==> config.mk <==
export PLATFORM = sky130hd
export DESIGN_NAME = tofcpf_ctrl
export DESIGN_NICKNAME = d
export VERILOG_FILES = /design/src/hdl/tofcpf_pkg.sv /design/src/hdl/tofcpf_ctrl.sv
export SDC_FILE = /design/constraint.sdc
export NUM_CORES = 1
export LEC_CHECK = 0
export ABC_AREA = 1
export BUFFER_PORTS_ARGS = -buffer_cell sky130_fd_sc_hd__buf_2
export CORE_ASPECT_RATIO = 0.8
export CORE_MARGIN = 3
export CORE_UTILIZATION = 50
export DETAILED_ROUTE_END_ITERATION = 10
export PLACE_DENSITY = 0.72
export SETUP_SLACK_MARGIN = 0.05
export SLEW_MARGIN = 40
export SYNTH_ARGS = -nofsm -noshare
export SYNTH_HDL_FRONTEND = slang
export SYNTH_SLANG_ARGS = --single-unit
export TNS_END_PERCENT = 1
==> constraint.sdc <==
create_clock -name clk -period 2.7 [get_ports clk]
set_input_delay 0.54 -clock clk [delete_from_list [all_inputs] [get_ports clk]]
set_output_delay 0.54 -clock clk [all_outputs]
set_load 0.01 [all_outputs]
==> src/hdl/tofcpf_pkg.sv <==
// Shared types, constants and widths for the time-of-flight coincidence point finder.
`timescale 1ns / 1ps
package tofcpf_pkg;

	localparam int DEF_WINDOW_DEPTH = 16;

	localparam int TIME_W     = 48;
	localparam int ENERGY_W   = 11;
	localparam int POS_W      = 18;
	localparam int COINC_W    = 16;
	localparam int HOLD_W     = 20;
	localparam int CFG_DATA_W = 20;
	localparam int CFG_IDX_W  = 2;
	localparam int SLOT_OUT_W = 4;

	localparam int SQRT_STEPS = 27;
	localparam int DIV_STEPS  = 22;
	localparam int ITER_W     = 5;

	localparam logic [19:0] HALF_C_Q16 = 20'd628710;

	localparam logic [CFG_IDX_W-1:0] CFG_ENERGY_LOW  = 2'd0;
	localparam logic [CFG_IDX_W-1:0] CFG_ENERGY_HIGH = 2'd1;
	localparam logic [CFG_IDX_W-1:0] CFG_COINC       = 2'd2;
	localparam logic [CFG_IDX_W-1:0] CFG_HOLD        = 2'd3;

	localparam logic [ENERGY_W-1:0] RST_ENERGY_LOW  = 11'd400;
	localparam logic [ENERGY_W-1:0] RST_ENERGY_HIGH = 11'd600;
	localparam logic [COINC_W-1:0]  RST_COINC       = 16'd200;
	localparam logic [HOLD_W-1:0]   RST_HOLD        = 20'd1000;

	localparam logic [1:0] AX_X = 2'd0;
	localparam logic [1:0] AX_Y = 2'd1;
	localparam logic [1:0] AX_Z = 2'd2;

	typedef struct packed {
		logic [TIME_W-1:0]          time_ps;
		logic [ENERGY_W-1:0]        energy;
		logic signed [POS_W-1:0]    x;
		logic signed [POS_W-1:0]    y;
		logic signed [POS_W-1:0]    z;
	} hit_t;

	typedef struct packed {
		logic       hit_load;
		logic       wr_en;
		logic       pair_latch;
		logic       sq_en;
		logic       sum_en;
		logic       sqrt_init;
		logic       sqrt_step;
		logic [1:0] axis;
		logic       mul1_en;
		logic       mul2_en;
		logic       div_init;
		logic       div_step;
		logic       axis_done;
		logic       pend_load;
		logic       out_load;
		logic       out_from_pend;
		logic       out_last;
		logic       ovf;
	} cmd_t;

	typedef struct packed {
		logic evict;
		logic pass;
		logic axis_skip;
	} sts_t;

endpackage

==> src/hdl/tofcpf_ctrl.sv <==
// Controller: window pointers, per-hit sequencing and output handshake.
`timescale 1ns / 1ps
module tofcpf_ctrl import tofcpf_pkg::*; #(
	parameter int WINDOW_DEPTH = DEF_WINDOW_DEPTH,
	localparam int SLOT_W = $clog2(WINDOW_DEPTH),
	localparam int CNT_W  = $clog2(WINDOW_DEPTH + 1)
) (
	input  logic              clk,
	input  logic              arst_n,
	input  logic              in_valid,
	output logic              in_stall,
	output logic              out_valid,
	input  logic              out_stall,
	input  sts_t              sts,
	output cmd_t              cmd,
	output logic [SLOT_W-1:0] rd_addr,
	output logic [SLOT_W-1:0] wr_addr
);

	localparam logic [4:0] S_IDLE   = 5'd0;
	localparam logic [4:0] S_EV_RD  = 5'd1;
	localparam logic [4:0] S_EV_CMP = 5'd2;
	localparam logic [4:0] S_OVF    = 5'd3;
	localparam logic [4:0] S_PR_RD  = 5'd4;
	localparam logic [4:0] S_PR_CHK = 5'd5;
	localparam logic [4:0] S_SQ     = 5'd6;
	localparam logic [4:0] S_SUM    = 5'd7;
	localparam logic [4:0] S_SQI    = 5'd8;
	localparam logic [4:0] S_SQRT   = 5'd9;
	localparam logic [4:0] S_MUL1   = 5'd10;
	localparam logic [4:0] S_MUL2   = 5'd11;
	localparam logic [4:0] S_DIVI   = 5'd12;
	localparam logic [4:0] S_DIV    = 5'd13;
	localparam logic [4:0] S_AXD    = 5'd14;
	localparam logic [4:0] S_PEND   = 5'd15;
	localparam logic [4:0] S_FIN    = 5'd16;

	localparam logic [CNT_W:0] DEPTH_X = (CNT_W+1)'(WINDOW_DEPTH);

	logic [4:0]        state_q, state_d;
	logic [SLOT_W-1:0] oldest_q, oldest_d;
	logic [CNT_W-1:0]  count_q, count_d;
	logic [CNT_W-1:0]  idx_q, idx_d;
	logic [ITER_W-1:0] it_q, it_d;
	logic [1:0]        axis_q, axis_d;
	logic              ovf_q, ovf_d;
	logic              pend_q, pend_d;
	logic              out_valid_q, out_valid_d;

	logic [CNT_W:0]    rd_sum, wr_sum;
	logic [SLOT_W-1:0] oldest_inc;
	logic              out_free;

	always_comb begin
		rd_sum  = (CNT_W+1)'(oldest_q) + (CNT_W+1)'(idx_q);
		wr_sum  = (CNT_W+1)'(oldest_q) + (CNT_W+1)'(count_q);
		if (rd_sum >= DEPTH_X) begin
			rd_sum = rd_sum - DEPTH_X;
		end
		if (wr_sum >= DEPTH_X) begin
			wr_sum = wr_sum - DEPTH_X;
		end
		rd_addr    = rd_sum[SLOT_W-1:0];
		wr_addr    = wr_sum[SLOT_W-1:0];
		oldest_inc = (oldest_q == SLOT_W'(WINDOW_DEPTH - 1)) ? '0 : oldest_q + 1'b1;
		out_free   = !out_valid_q || !out_stall;
	end

	always_comb begin
		state_d     = state_q;
		oldest_d    = oldest_q;
		count_d     = count_q;
		idx_d       = idx_q;
		it_d        = it_q;
		axis_d      = axis_q;
		ovf_d       = ovf_q;
		pend_d      = pend_q;
		out_valid_d = out_valid_q && out_stall;
		cmd         = '0;
		cmd.axis    = axis_q;
		cmd.ovf     = ovf_q;

		case (state_q)
			S_IDLE: begin
				if (in_valid) begin
					cmd.hit_load = 1'b1;
					ovf_d   = 1'b0;
					idx_d   = '0;
					state_d = (count_q != '0) ? S_EV_RD : S_OVF;
				end
			end
			S_EV_RD: state_d = S_EV_CMP;
			S_EV_CMP: begin
				if (sts.evict) begin
					oldest_d = oldest_inc;
					count_d  = count_q - 1'b1;
					state_d  = (count_q != CNT_W'(1)) ? S_EV_RD : S_OVF;
				end else begin
					state_d = S_OVF;
				end
			end
			S_OVF: begin
				if (count_q == CNT_W'(WINDOW_DEPTH)) begin
					oldest_d = oldest_inc;
					count_d  = CNT_W'(WINDOW_DEPTH - 1);
					ovf_d    = 1'b1;
				end
				idx_d   = '0;
				state_d = S_PR_RD;
			end
			S_PR_RD: state_d = (idx_q == count_q) ? S_FIN : S_PR_CHK;
			S_PR_CHK: begin
				cmd.pair_latch = 1'b1;
				if (sts.pass) begin
					state_d = S_SQ;
				end else begin
					idx_d   = idx_q + 1'b1;
					state_d = S_PR_RD;
				end
			end
			S_SQ: begin
				cmd.sq_en = 1'b1;
				state_d   = S_SUM;
			end
			S_SUM: begin
				cmd.sum_en = 1'b1;
				state_d    = S_SQI;
			end
			S_SQI: begin
				cmd.sqrt_init = 1'b1;
				it_d          = '0;
				state_d       = S_SQRT;
			end
			S_SQRT: begin
				cmd.sqrt_step = 1'b1;
				it_d          = it_q + 1'b1;
				if (it_q == ITER_W'(SQRT_STEPS - 1)) begin
					axis_d  = AX_X;
					state_d = S_MUL1;
				end
			end
			S_MUL1: begin
				cmd.mul1_en = 1'b1;
				state_d     = S_MUL2;
			end
			S_MUL2: begin
				cmd.mul2_en = 1'b1;
				state_d     = S_DIVI;
			end
			S_DIVI: begin
				cmd.div_init = 1'b1;
				it_d         = '0;
				state_d      = sts.axis_skip ? S_AXD : S_DIV;
			end
			S_DIV: begin
				cmd.div_step = 1'b1;
				it_d         = it_q + 1'b1;
				if (it_q == ITER_W'(DIV_STEPS - 1)) begin
					state_d = S_AXD;
				end
			end
			S_AXD: begin
				cmd.axis_done = 1'b1;
				if (axis_q == AX_Z) begin
					state_d = S_PEND;
				end else begin
					axis_d  = axis_q + 1'b1;
					state_d = S_MUL1;
				end
			end
			S_PEND: begin
				if (!pend_q) begin
					cmd.pend_load = 1'b1;
					pend_d  = 1'b1;
					idx_d   = idx_q + 1'b1;
					state_d = S_PR_RD;
				end else if (out_free) begin
					cmd.out_load      = 1'b1;
					cmd.out_from_pend = 1'b1;
					cmd.pend_load     = 1'b1;
					out_valid_d = 1'b1;
					idx_d   = idx_q + 1'b1;
					state_d = S_PR_RD;
				end
			end
			S_FIN: begin
				if (out_free) begin
					cmd.out_load      = 1'b1;
					cmd.out_from_pend = pend_q;
					cmd.out_last      = 1'b1;
					cmd.wr_en         = 1'b1;
					out_valid_d = 1'b1;
					pend_d  = 1'b0;
					count_d = count_q + 1'b1;
					state_d = S_IDLE;
				end
			end
			default: state_d = S_IDLE;
		endcase
	end

	always_ff @(posedge clk or negedge arst_n) begin
		if (!arst_n) begin
			state_q     <= S_IDLE;
			oldest_q    <= '0;
			count_q     <= '0;
			idx_q       <= '0;
			it_q        <= '0;
			axis_q      <= AX_X;
			ovf_q       <= 1'b0;
			pend_q      <= 1'b0;
			out_valid_q <= 1'b0;
		end else begin
			state_q     <= state_d;
			oldest_q    <= oldest_d;
			count_q     <= count_d;
			idx_q       <= idx_d;
			it_q        <= it_d;
			axis_q      <= axis_d;
			ovf_q       <= ovf_d;
			pend_q      <= pend_d;
			out_valid_q <= out_valid_d;
		end
	end

	assign in_stall  = (state_q != S_IDLE);
	assign out_valid = out_valid_q;

	a_count_bound: assert property (@(posedge clk) disable iff (!arst_n)
		count_q <= CNT_W'(WINDOW_DEPTH))
		else $error("window count above depth");

	a_one_hit: assert property (@(posedge clk) disable iff (!arst_n)
		in_valid && !in_stall |=> in_stall)
		else $error("second transfer taken while a hit is in work");

	a_out_free: assert property (@(posedge clk) disable iff (!arst_n)
		cmd.out_load |-> (!out_valid_q || !out_stall))
		else $error("result overwritten before transfer");

	a_store: assert property (@(posedge clk) disable iff (!arst_n)
		state_q == S_FIN && out_free |=> count_q == $past(count_q) + 1'b1)
		else $error("new hit not stored");

	a_idle_empty: assert property (@(posedge clk) disable iff (!arst_n)
		state_q == S_IDLE |-> !pend_q)
		else $error("pending result left behind");

endmodule
==> results of run 1 <==
==> cells by family (layout without fill, tap and decap cells) <==
family,Yosys count,after routing,synth area share
simple gates,161,161,0.319
buf+inv,55,93,0.0942
compound gates,37,37,0.0866
flops,29,29,0.318
xor+xnor,19,19,0.0729
fa+ha+maj,18,18,0.105
mux,1,1,0.00438
==> flip-flops by register name, indices dropped and copies added, names as in the netlist <==
signal	flops
axis_q	2
count_q	5
idx_q	5
it_q	5
oldest_q	4
out_valid	1
ovf_q	1
pend_q	1
state_q	5
==> final cells by class <==
class / count / share of cell area
multi-input combinational: 236 / 0.516
sequential: 29 / 0.279
timing repair buffer: 35 / 0.0673
inverter: 50 / 0.0721
clock inverter: 1 / 0.00192
tap: 57 / 0.0274
clock buffer: 7 / 0.0370
==> placed cells by master, fill, tap and decap left out, types with 4 or more instances in the layout <==
master and instances:
o21ai_1 9, nand2_1 83, nand3_1 27, nor2_1 29, dfrtp_1 29, xor2_1 8, xnor2_1 11, buf_2 35
inv_2 9, nor2_2 6, a21oi_1 4, ha_1 16, o21ai_0 18, inv_1 41, clkbuf_8 7
==> cells in the mapped netlist, types with 3 or more instances <==
master    n  share of area
o21ai_1   9          0.020
nand4_1   3         0.0082
nor3_1    3         0.0066
xnor2_1  11          0.042
o21ai_0  18          0.039
dfrtp_1  29           0.32
xor2_1    8          0.031
nand3_1  27          0.059
ha_1     16          0.088
nor2_2    6          0.016
nor2_1   29          0.048
inv_2     9          0.015
nand2_1  83           0.14
nand2_2   3         0.0082
o22ai_1   3         0.0082
inv_1    41          0.067
nand3_2   3          0.013
a21oi_1   4         0.0088
==> per-layer routing <==
layer	global-route usage	routed length [um]	up-vias
met4	0.0717	64	0
met5	0	0	-
met2	0.321	2180	52
met3	0.0450	244	7
met1	0.320	2740	965
li1	-	-	1089
==> worst paths after layout <==
| check | startpoint | end | slack [ns] | cells past startpoint |
|---|---|---|---|---|
| worst max-delay path | state_q[4] | cmd[2] | 0.33 | 8 |
| min in group clk | ovf_q | ovf_q | 0.48 | 2 |
| max in group asynchronous | arst_n | count_q[1] | 1.96 | 1 |
| worst min register to register | ovf_q | ovf_q | 0.48 | 2 |
| worst max register to register | count_q[1] | count_q[3] | 0.93 | 8 |
| worst min-delay path | arst_n | it_q[2] | 0.29 | 1 |
==> metrics by stage <==
stage               power, uW  setup slack [ns]
CTS                      2680             0.336
floorplan                1860             0.721
global route             2940             0.129
finish                   2680             0.334
detailed placement       2270             0.675
global placement         2240             0.704
==> power breakdown <==
part           internal (uW)  leakage [uW]  total [uW]  switching [uW]
Combinational            566      0.000973        1490             919
Sequential               562      0.000385         782             221
Clock                    230     0.0000542         412             182
Total                   1360       0.00141        2680            1320
==> out/metrics.cfg, run 1 <==
[timing]
clock_skew_ns = 0.00377
report.final.hold_viol_count = 0
setup_viol = 0
fin_crit_sh = 0.876
slew_violations = 0
fin_setup_tns_ns = 0
relSlewSlack = 0.534
holdWs_ns = 0.293
finalWorstPathRequiredPeriod_ns = 2.37
max_freq_ghz = 0.423
worst_slew_pin_slew_ns = 0.698
rsz0062_at_grt = no

[cts]
insertion_delay_ns = 0.29
h-tree-depth = 2
cts_made_buffers = 5
clock-root-buffer = clkbuf_8
cts_buffer_depth = 2
clk_pin_slew_worst_paths_ns = 0.06
clock-sinks = 29
hold_buffers = 0
cts_tree = done
cts_setup_buffers = 0
cts_resized = 0

[setup_path]
slowest_stage = dfrtp_1
slowest_delay_ns = 0.43
critPathLaunchType = flop
crit_chain = inv_2, nand3_2, nor2_2, nand2_1, a21oi_1, inv_1, nor2_1, buf_2
path_class = flop to output port
crit_path_end_kind = output port
path_max_fanout = 9
path_delay_family = simple AND/OR/NAND/NOR gates
worstPathArrival_ns = 1.83
crit_buf_inv = 3
required_ns = 2.16

[power_and_ir_drop]
peakVddDrop_mv = 0.467
leakagePower_uw = 0.00141
power.density_mw_per_mm2 = 1030

[floorplanning]
die_h_um = 66.4
core.rowCount = 21
dieArea_mm2 = 0.00542
die_w_um = 81.6
core_area_mm2 = 0.00428
start_util = 0.533
io_pins = 36

[placement]
portBuffers = 35
post-dp-hpwl_mm = 4.07
gp_congestion = 0.931
placed_area_mm2 = 0.00250
placed_cells = 407

[final_layout]
drive_above_1_share = 0.187
n_antenna_cell = 0
nets = 382
design_area_mm2 = 0.00260
seq_area_um2 = 726
filler_cell_count = 405
multi_input_comb_area_mm2 = 0.00134
utilization = 0.608
syn_to_final_growth_pct = 14.0
final_cell_count_no_fill = 415

[grt]
grt_pass1_vias = 1938
grt_max_degree = 30
antenna_found_initial = 0
grt.overflow.total = 0
grt_util_all_layers = 0.220
grt_pass1_wl_mm = 9.07

[min_path]
hold_path.class = input pin to async pin

[routing]
drt-pass1-iter-count = 4
postRouteAntennaNets = 0
drt_iter0_markers = 124
post_drt_wl_per_cell_um = 12.6
vias = 2113
drc = 0
viasPerCell = 5.09
wl_mm = 5.24

[synthesis]
synth_edf_count = 0
ys_seq_area_frac = 0.318
synth_nets = 345
synth-seq-cells = 29
synthCells = 320
ys.flop_type = dfrtp_1
netlist_area_mm2 = 0.00228
yosysUniqueCellTypes = 29
avgSynthCellArea_um2 = 7.14
yosys_warnings = 0
async_flop_share = 1.00

[flow_run]
maxCapViolCount = 0

[status]
status = completed

Power figures use the tool's default switching activity.
==> run 2, diff against run 1 <==
- BUFFER_PORTS_ARGS: -buffer_cell sky130_fd_sc_hd__buf_2 -> unset
- DONT_BUFFER_PORTS: unset -> 1
- PLACE_DENSITY: 0.72 -> unset
==> run 2 against run 1 <==
Register-to-register slack about the same. Die area is the same. Core utilization shrank 4.0 points. Via count down 6.5%. Sequential power barely moved. Clock skew shrank 0.0014 ns. Clock power is 15% lower. Global-route usage fell by 0.10 points. Critical path depth down 1. Setup slack worse by 0.052 ns. Total power decreased by 5.9%. Largest power group unchanged. Highest routed layer unchanged.
==> out/metrics.cfg, run 2 (same netlist as run 1, synthesis figures left out) <==
[status]
status = completed

[timing]
layout_setup_ws_ns = 0.282  ; -0.0519 ns
fin_crit_sh = 0.896  ; +0.0192
rsz0062_at_grt = no
finalWorstPathRequiredPeriod_ns = 2.42  ; +0.0519 ns
fin_setup_tns_ns = 0  ; unchanged
slew_violations = 0  ; unchanged
relSlewSlack = 0.580  ; +0.0458
max_freq_ghz = 0.414  ; -2.1%
report.final.hold_viol_count = 0  ; unchanged
clock_skew_ns = 0.00240  ; -0.00137 ns
setup_viol = 0  ; unchanged
worst_slew_pin_slew_ns = 0.625  ; -0.0735 ns
holdWs_ns = 0.0820  ; -0.212 ns

[final_layout]
drive_above_1_share = 0.0957  ; -0.0915
design_area_mm2 = 0.00243  ; -6.6%
layout_common_cells = nand2_1, inv_1, nor2_1, dfrtp_1, nand3_1
syn_to_final_growth_pct = 6.47
filler_cell_count = 418  ; +3.2%
nets = 348  ; -8.9%
n_antenna_cell = 0  ; unchanged
layout_commonest_cell = nand2_1

[cts]
cts_setup_buffers = 0  ; unchanged
cts_buffer_depth = 2  ; unchanged
clock-sinks = 29  ; unchanged
cts_tree = done
cts_made_buffers = 5  ; unchanged
clock-root-buffer = clkbuf_8
insertion_delay_ns = 0.28  ; about the same
clk_pin_slew_worst_paths_ns = 0.06  ; about the same
h-tree-depth = 2  ; unchanged

[power_and_ir_drop]
peakVddDrop_mv = 0.350  ; -25%
leakagePower_uw = 0.00123  ; -13%
total_power_uw = 2520  ; -5.9%
power.density_mw_per_mm2 = 1040  ; +0.78%

[setup_path]
critPathLaunchType = flop
required_ns = 2.16  ; about the same
path_max_fanout = 9  ; unchanged
regToRegSetupSlack_ns = 0.94  ; about the same
worstPathArrival_ns = 1.88  ; +0.05 ns
path_class = flop to output port
crit_path_end_kind = output port

[placement]
placed_area_mm2 = 0.00233  ; -7.0%
portBuffers = 0  ; -100%
pre_cts_slack_ns = 0.527  ; -0.148 ns
post-dp-hpwl_mm = 4.11  ; +0.94%
gp_congestion = 0.854  ; -8.3%

[routing]
drt_iter0_markers = 132  ; +6.5%
post_drt_wl_per_cell_um = 13.9  ; +10%
vias = 1976  ; -6.5%
drt-pass1-iter-count = 4  ; unchanged
wl_mm = 5.29  ; +1.1%
viasPerCell = 5.19  ; +1.9%
postRouteAntennaNets = 0  ; unchanged
drc = 0  ; unchanged

[min_path]
hold_path.class = input pin to async pin

[floorplanning]
start_util = 0.533  ; unchanged
core_area_mm2 = 0.00428  ; unchanged
io_pins = 36  ; unchanged
die_w_um = 81.6  ; unchanged
dieArea_mm2 = 0.00542  ; unchanged
core.rowCount = 21  ; unchanged
die_h_um = 66.4  ; unchanged

[grt]
grt_util_all_layers = 0.219  ; -0.00102
grt_pass1_vias = 1856  ; -4.2%
grt_max_degree = 30  ; unchanged
grt.overflow.total = 0  ; unchanged
grt_pass1_wl_mm = 8.91  ; -1.8%
antenna_found_initial = 0  ; unchanged

[flow_run]
maxCapViolCount = 0  ; unchanged

-- run 2: cell types whose count changed in the layout (fill, tap and decap cells not counted), sizes merged --
cell / before / now
clkinv: 1 / 0
clkbuf: 7 / 8
buf: 35 / 1
-- run 2: per-layer routing --
| layer | up-vias | part of all wire | GRT usage |
|---|---|---|---|
| met5 | - | 0 | 0 |
| met3 | 5 | 0.068 | 0.0695 |
| met2 | 55 | 0.41 | 0.309 |
| met1 | 893 | 0.52 | 0.320 |
| li1 | 1023 | - | - |
| met4 | 0 | 0.0068 | 0.0506 |
-- run 2: area by class of cell --
class                           instances  area [um^2]  area share
Clock buffer                            8         80.1      0.0329
Inverter                               50          188      0.0772
Multi-Input combinational cell        236         1350       0.554
Sequential cell                        29          726       0.299
Tap cell                               57         71.3      0.0293
Timing Repair Buffer                    1         20.0     0.00823
-- run 2: timing repair --
| item | CTS | global route |
|---|---|---|
| hold buffers | 1 | 0 |
| gates resized for setup | 0 | 1 |
| endpoints found under the hold margin | 29 | 0 |
| endpoints found under the setup margin | 0 | 1 |
-- run 2: path summary, 6_finish.rpt --
path                              end  startpoint  cells past startpoint
min in group clk            out_valid   out_stall                      2
max                            cmd[2]  state_q[4]                      7
min                           it_q[2]      arst_n                      1
max in group asynchronous    idx_q[2]      arst_n                      1
max reg2reg                state_q[3]  state_q[3]                      8
min reg2reg                 out_valid      pend_q                      2
-- run 2: report_power, final --
group | switching (uW) | internal (uW)
combinational | 906 | 479
clock | 169 | 183
sequential | 222 | 562
-- run 2: stage by stage --
step	std cells	util
floorplan	320	-
global placement	372	0.543
detailed placement	372	0.543
CTS	381	0.567
global route	381	0.568
finish	381	0.568
-- run 2: worst max-delay path, cell delays in order (launching register included) --
cell,delay (ns)
dfrtp_1,0.43
inv_2,0.17
nand3_2,0.16
nor2_2,0.25
nand2_1,0.13
a21oi_2,0.23
inv_1,0.06
nor2_1,0.18
==> run 3, diff against run 2 <==
- PLACE_DENSITY: unset -> 0.68
- clock period: 2.7 -> 2 ns (I/O delays scaled with it)
==> run 3 against run 2 <==
Cell count up 2.9%. Setup slack got worse by 0.28 ns. Largest cell class unchanged. Count of clock-buffer cells in the layout stayed put.
==> out/metrics.cfg, run 3 (same netlist as run 1, synthesis figures left out) <==
[placement]
post-dp-hpwl_mm = 4.02  ; -2.1%
placed_cells = 381  ; +2.4%
placed_area_mm2 = 0.00239  ; +2.9%
portBuffers = 0  ; unchanged
gp_congestion = 0.889  ; +4.2%

[grt]
grt_max_degree = 30  ; unchanged
grt_util_all_layers = 0.213  ; -0.00582
grt.busiest_layer = met1
grt_pass1_wl_mm = 8.78  ; -1.5%
antenna_found_initial = 0  ; unchanged
use_met3 = 0.0572  ; -0.0123
met1_usage = 0.323  ; +0.00352
grtUsageMet2 = 0.290  ; -0.0193
grt_pass1_vias = 1861  ; +0.27%
grt.overflow.total = 0  ; unchanged

[setup_path]
worstPathArrival_ns = 1.60  ; -0.28 ns
required_ns = 1.60  ; -0.56 ns
path_class = flop to output port
path_max_fanout = 6  ; -3
critPathLaunchType = flop
reg2reg_depth = 9  ; +1
crit_path_end_kind = output port

[timing]
rsz0062_at_grt = yes
max_freq_ghz = 0.500
report.final.hold_viol_count = 0  ; unchanged
relSlewSlack = 0.617  ; +0.0368
slew_violations = 0  ; unchanged
worst_slew_pin_slew_ns = 0.570  ; -0.0548 ns
holdWs_ns = 0.305  ; +0.223 ns
fin_crit_sh = 1.00
setup_viol = 0  ; unchanged
clock_skew_ns = 0.00159  ; -0.000819 ns
finalWorstPathRequiredPeriod_ns = 2.00

[floorplanning]
core_area_mm2 = 0.00428  ; unchanged
dieArea_mm2 = 0.00542  ; unchanged
start_util = 0.533  ; unchanged
io_pins = 36  ; unchanged
die_w_um = 81.6  ; unchanged
core.rowCount = 21  ; unchanged
die_h_um = 66.4  ; unchanged

[routing]
viasPerCell = 5.18  ; about the same
wl_mm = 5.23  ; -1.2%
vias = 2032  ; +2.8%
drt-pass1-iter-count = 4  ; unchanged
drt_iter0_markers = 107  ; -19%
post_drt_wl_per_cell_um = 13.3  ; -4.0%
drc = 0  ; unchanged
postRouteAntennaNets = 0  ; unchanged

[power_and_ir_drop]
power.density_mw_per_mm2 = 1390  ; +34%
peakVddDrop_mv = 0.662  ; +89%
leakagePower_uw = 0.00131  ; +5.8%

[final_layout]
design_area_mm2 = 0.00263  ; +8.3%
final_cell_count_no_fill = 392  ; +2.9%
filler_cell_count = 396  ; -5.3%
utilization = 0.615  ; +0.0473
drive_above_1_share = 0.188  ; +0.0924
layout_commonest_cell = nand2_1
syn_to_final_growth_pct = 15.3
n_antenna_cell = 0  ; unchanged
nets = 359  ; +3.2%
layout_common_cells = nand2_1, inv_1, nand3_1

[min_path]
hold_path.class = input pin to flop
hold_depth = 2

[cts]
h-tree-depth = 2  ; unchanged
cts_buffer_depth = 2  ; unchanged
insertion_delay_ns = 0.27  ; about the same
clk_pin_slew_worst_paths_ns = 0.06  ; about the same
cts_tree = done
clock-root-buffer = clkbuf_8
cts_made_buffers = 5  ; unchanged
clock-sinks = 29  ; unchanged

[flow_run]
maxCapViolCount = 0  ; unchanged

[status]
status = completed

[run 3: cell types whose count changed in the layout (fill, tap and decap cells not counted), moves of 3 or more]
cell     change
nor2_4       +3
nor2_1       -4
buf_4       +10
ha_1         -3
xnor2_1      -4
dfrtp_2      +7
xnor2_2      +4
dfrtp_1      -7
[run 3: what timing repair did]
item,in CTS,in global routing
gates resized for setup,13,17
buffers inserted,0,1
pin swaps,0,5
endpoints found under the hold margin,29,0
hold buffers,2,0
setup endpoints to repair,10,12
[run 3: where the power goes]
group          switching [uW]  leakage [uW]  internal [uW]
logic                    1310      0.000891            823
clock network             211     0.0000395            247
registers                 303      0.000375            771
[run 3: final timing paths]
check	to	from	slack, ns
setup / recovery	cmd[18]	state_q[3]	0.0006
hold / removal	out_valid	out_stall	0.30
setup reg to reg	idx_q[3]	state_q[3]	0.19
hold reg to reg	out_valid	pend_q	0.53
max in group asynchronous	oldest_q[0]	arst_n	1.25
min in group asynchronous	it_q[2]	arst_n	0.56
[run 3: routing by layer]
layer,up-vias,share of wire
met1,927,0.50
met4,0,0.012
li1,1043,-
met3,9,0.066
met5,-,0
met2,53,0.42
[run 3: layout make-up]
class / count / area (um^2) / area share
multi-input cells: 236 / 1450 / 0.551
flip-flops and latches: 29 / 734 / 0.279
inverters: 50 / 193 / 0.0732
repair buffers: 12 / 105 / 0.0399
clock buffers: 8 / 80.1 / 0.0304
well taps: 57 / 71.3 / 0.0271
[run 3: worst max-delay path: stages, from the launching register on]
cell and delay, ns:
dfrtp_1 0.46, nor2_2 0.21, buf_4 0.17, nand3_1 0.25
nor2_2 0.23
[run 3: per-stage QoR]
| stage | total power (uW) | worst slack [ns] | TNS, ns |
|---|---|---|---|
| 3_5_place_dp | 2940 | 0.216 | 0 |
| 4_1_cts | 3520 | 0.00139 | 0 |
| 5_1_grt | 4020 | -0.0683 | -0.0975 |
| 3_3_place_gp | 2930 | 0.275 | 0 |
| 2_1_floorplan | 2510 | 0.161 | 0 |
| 6_report | 3670 | 0.000583 | 0 |
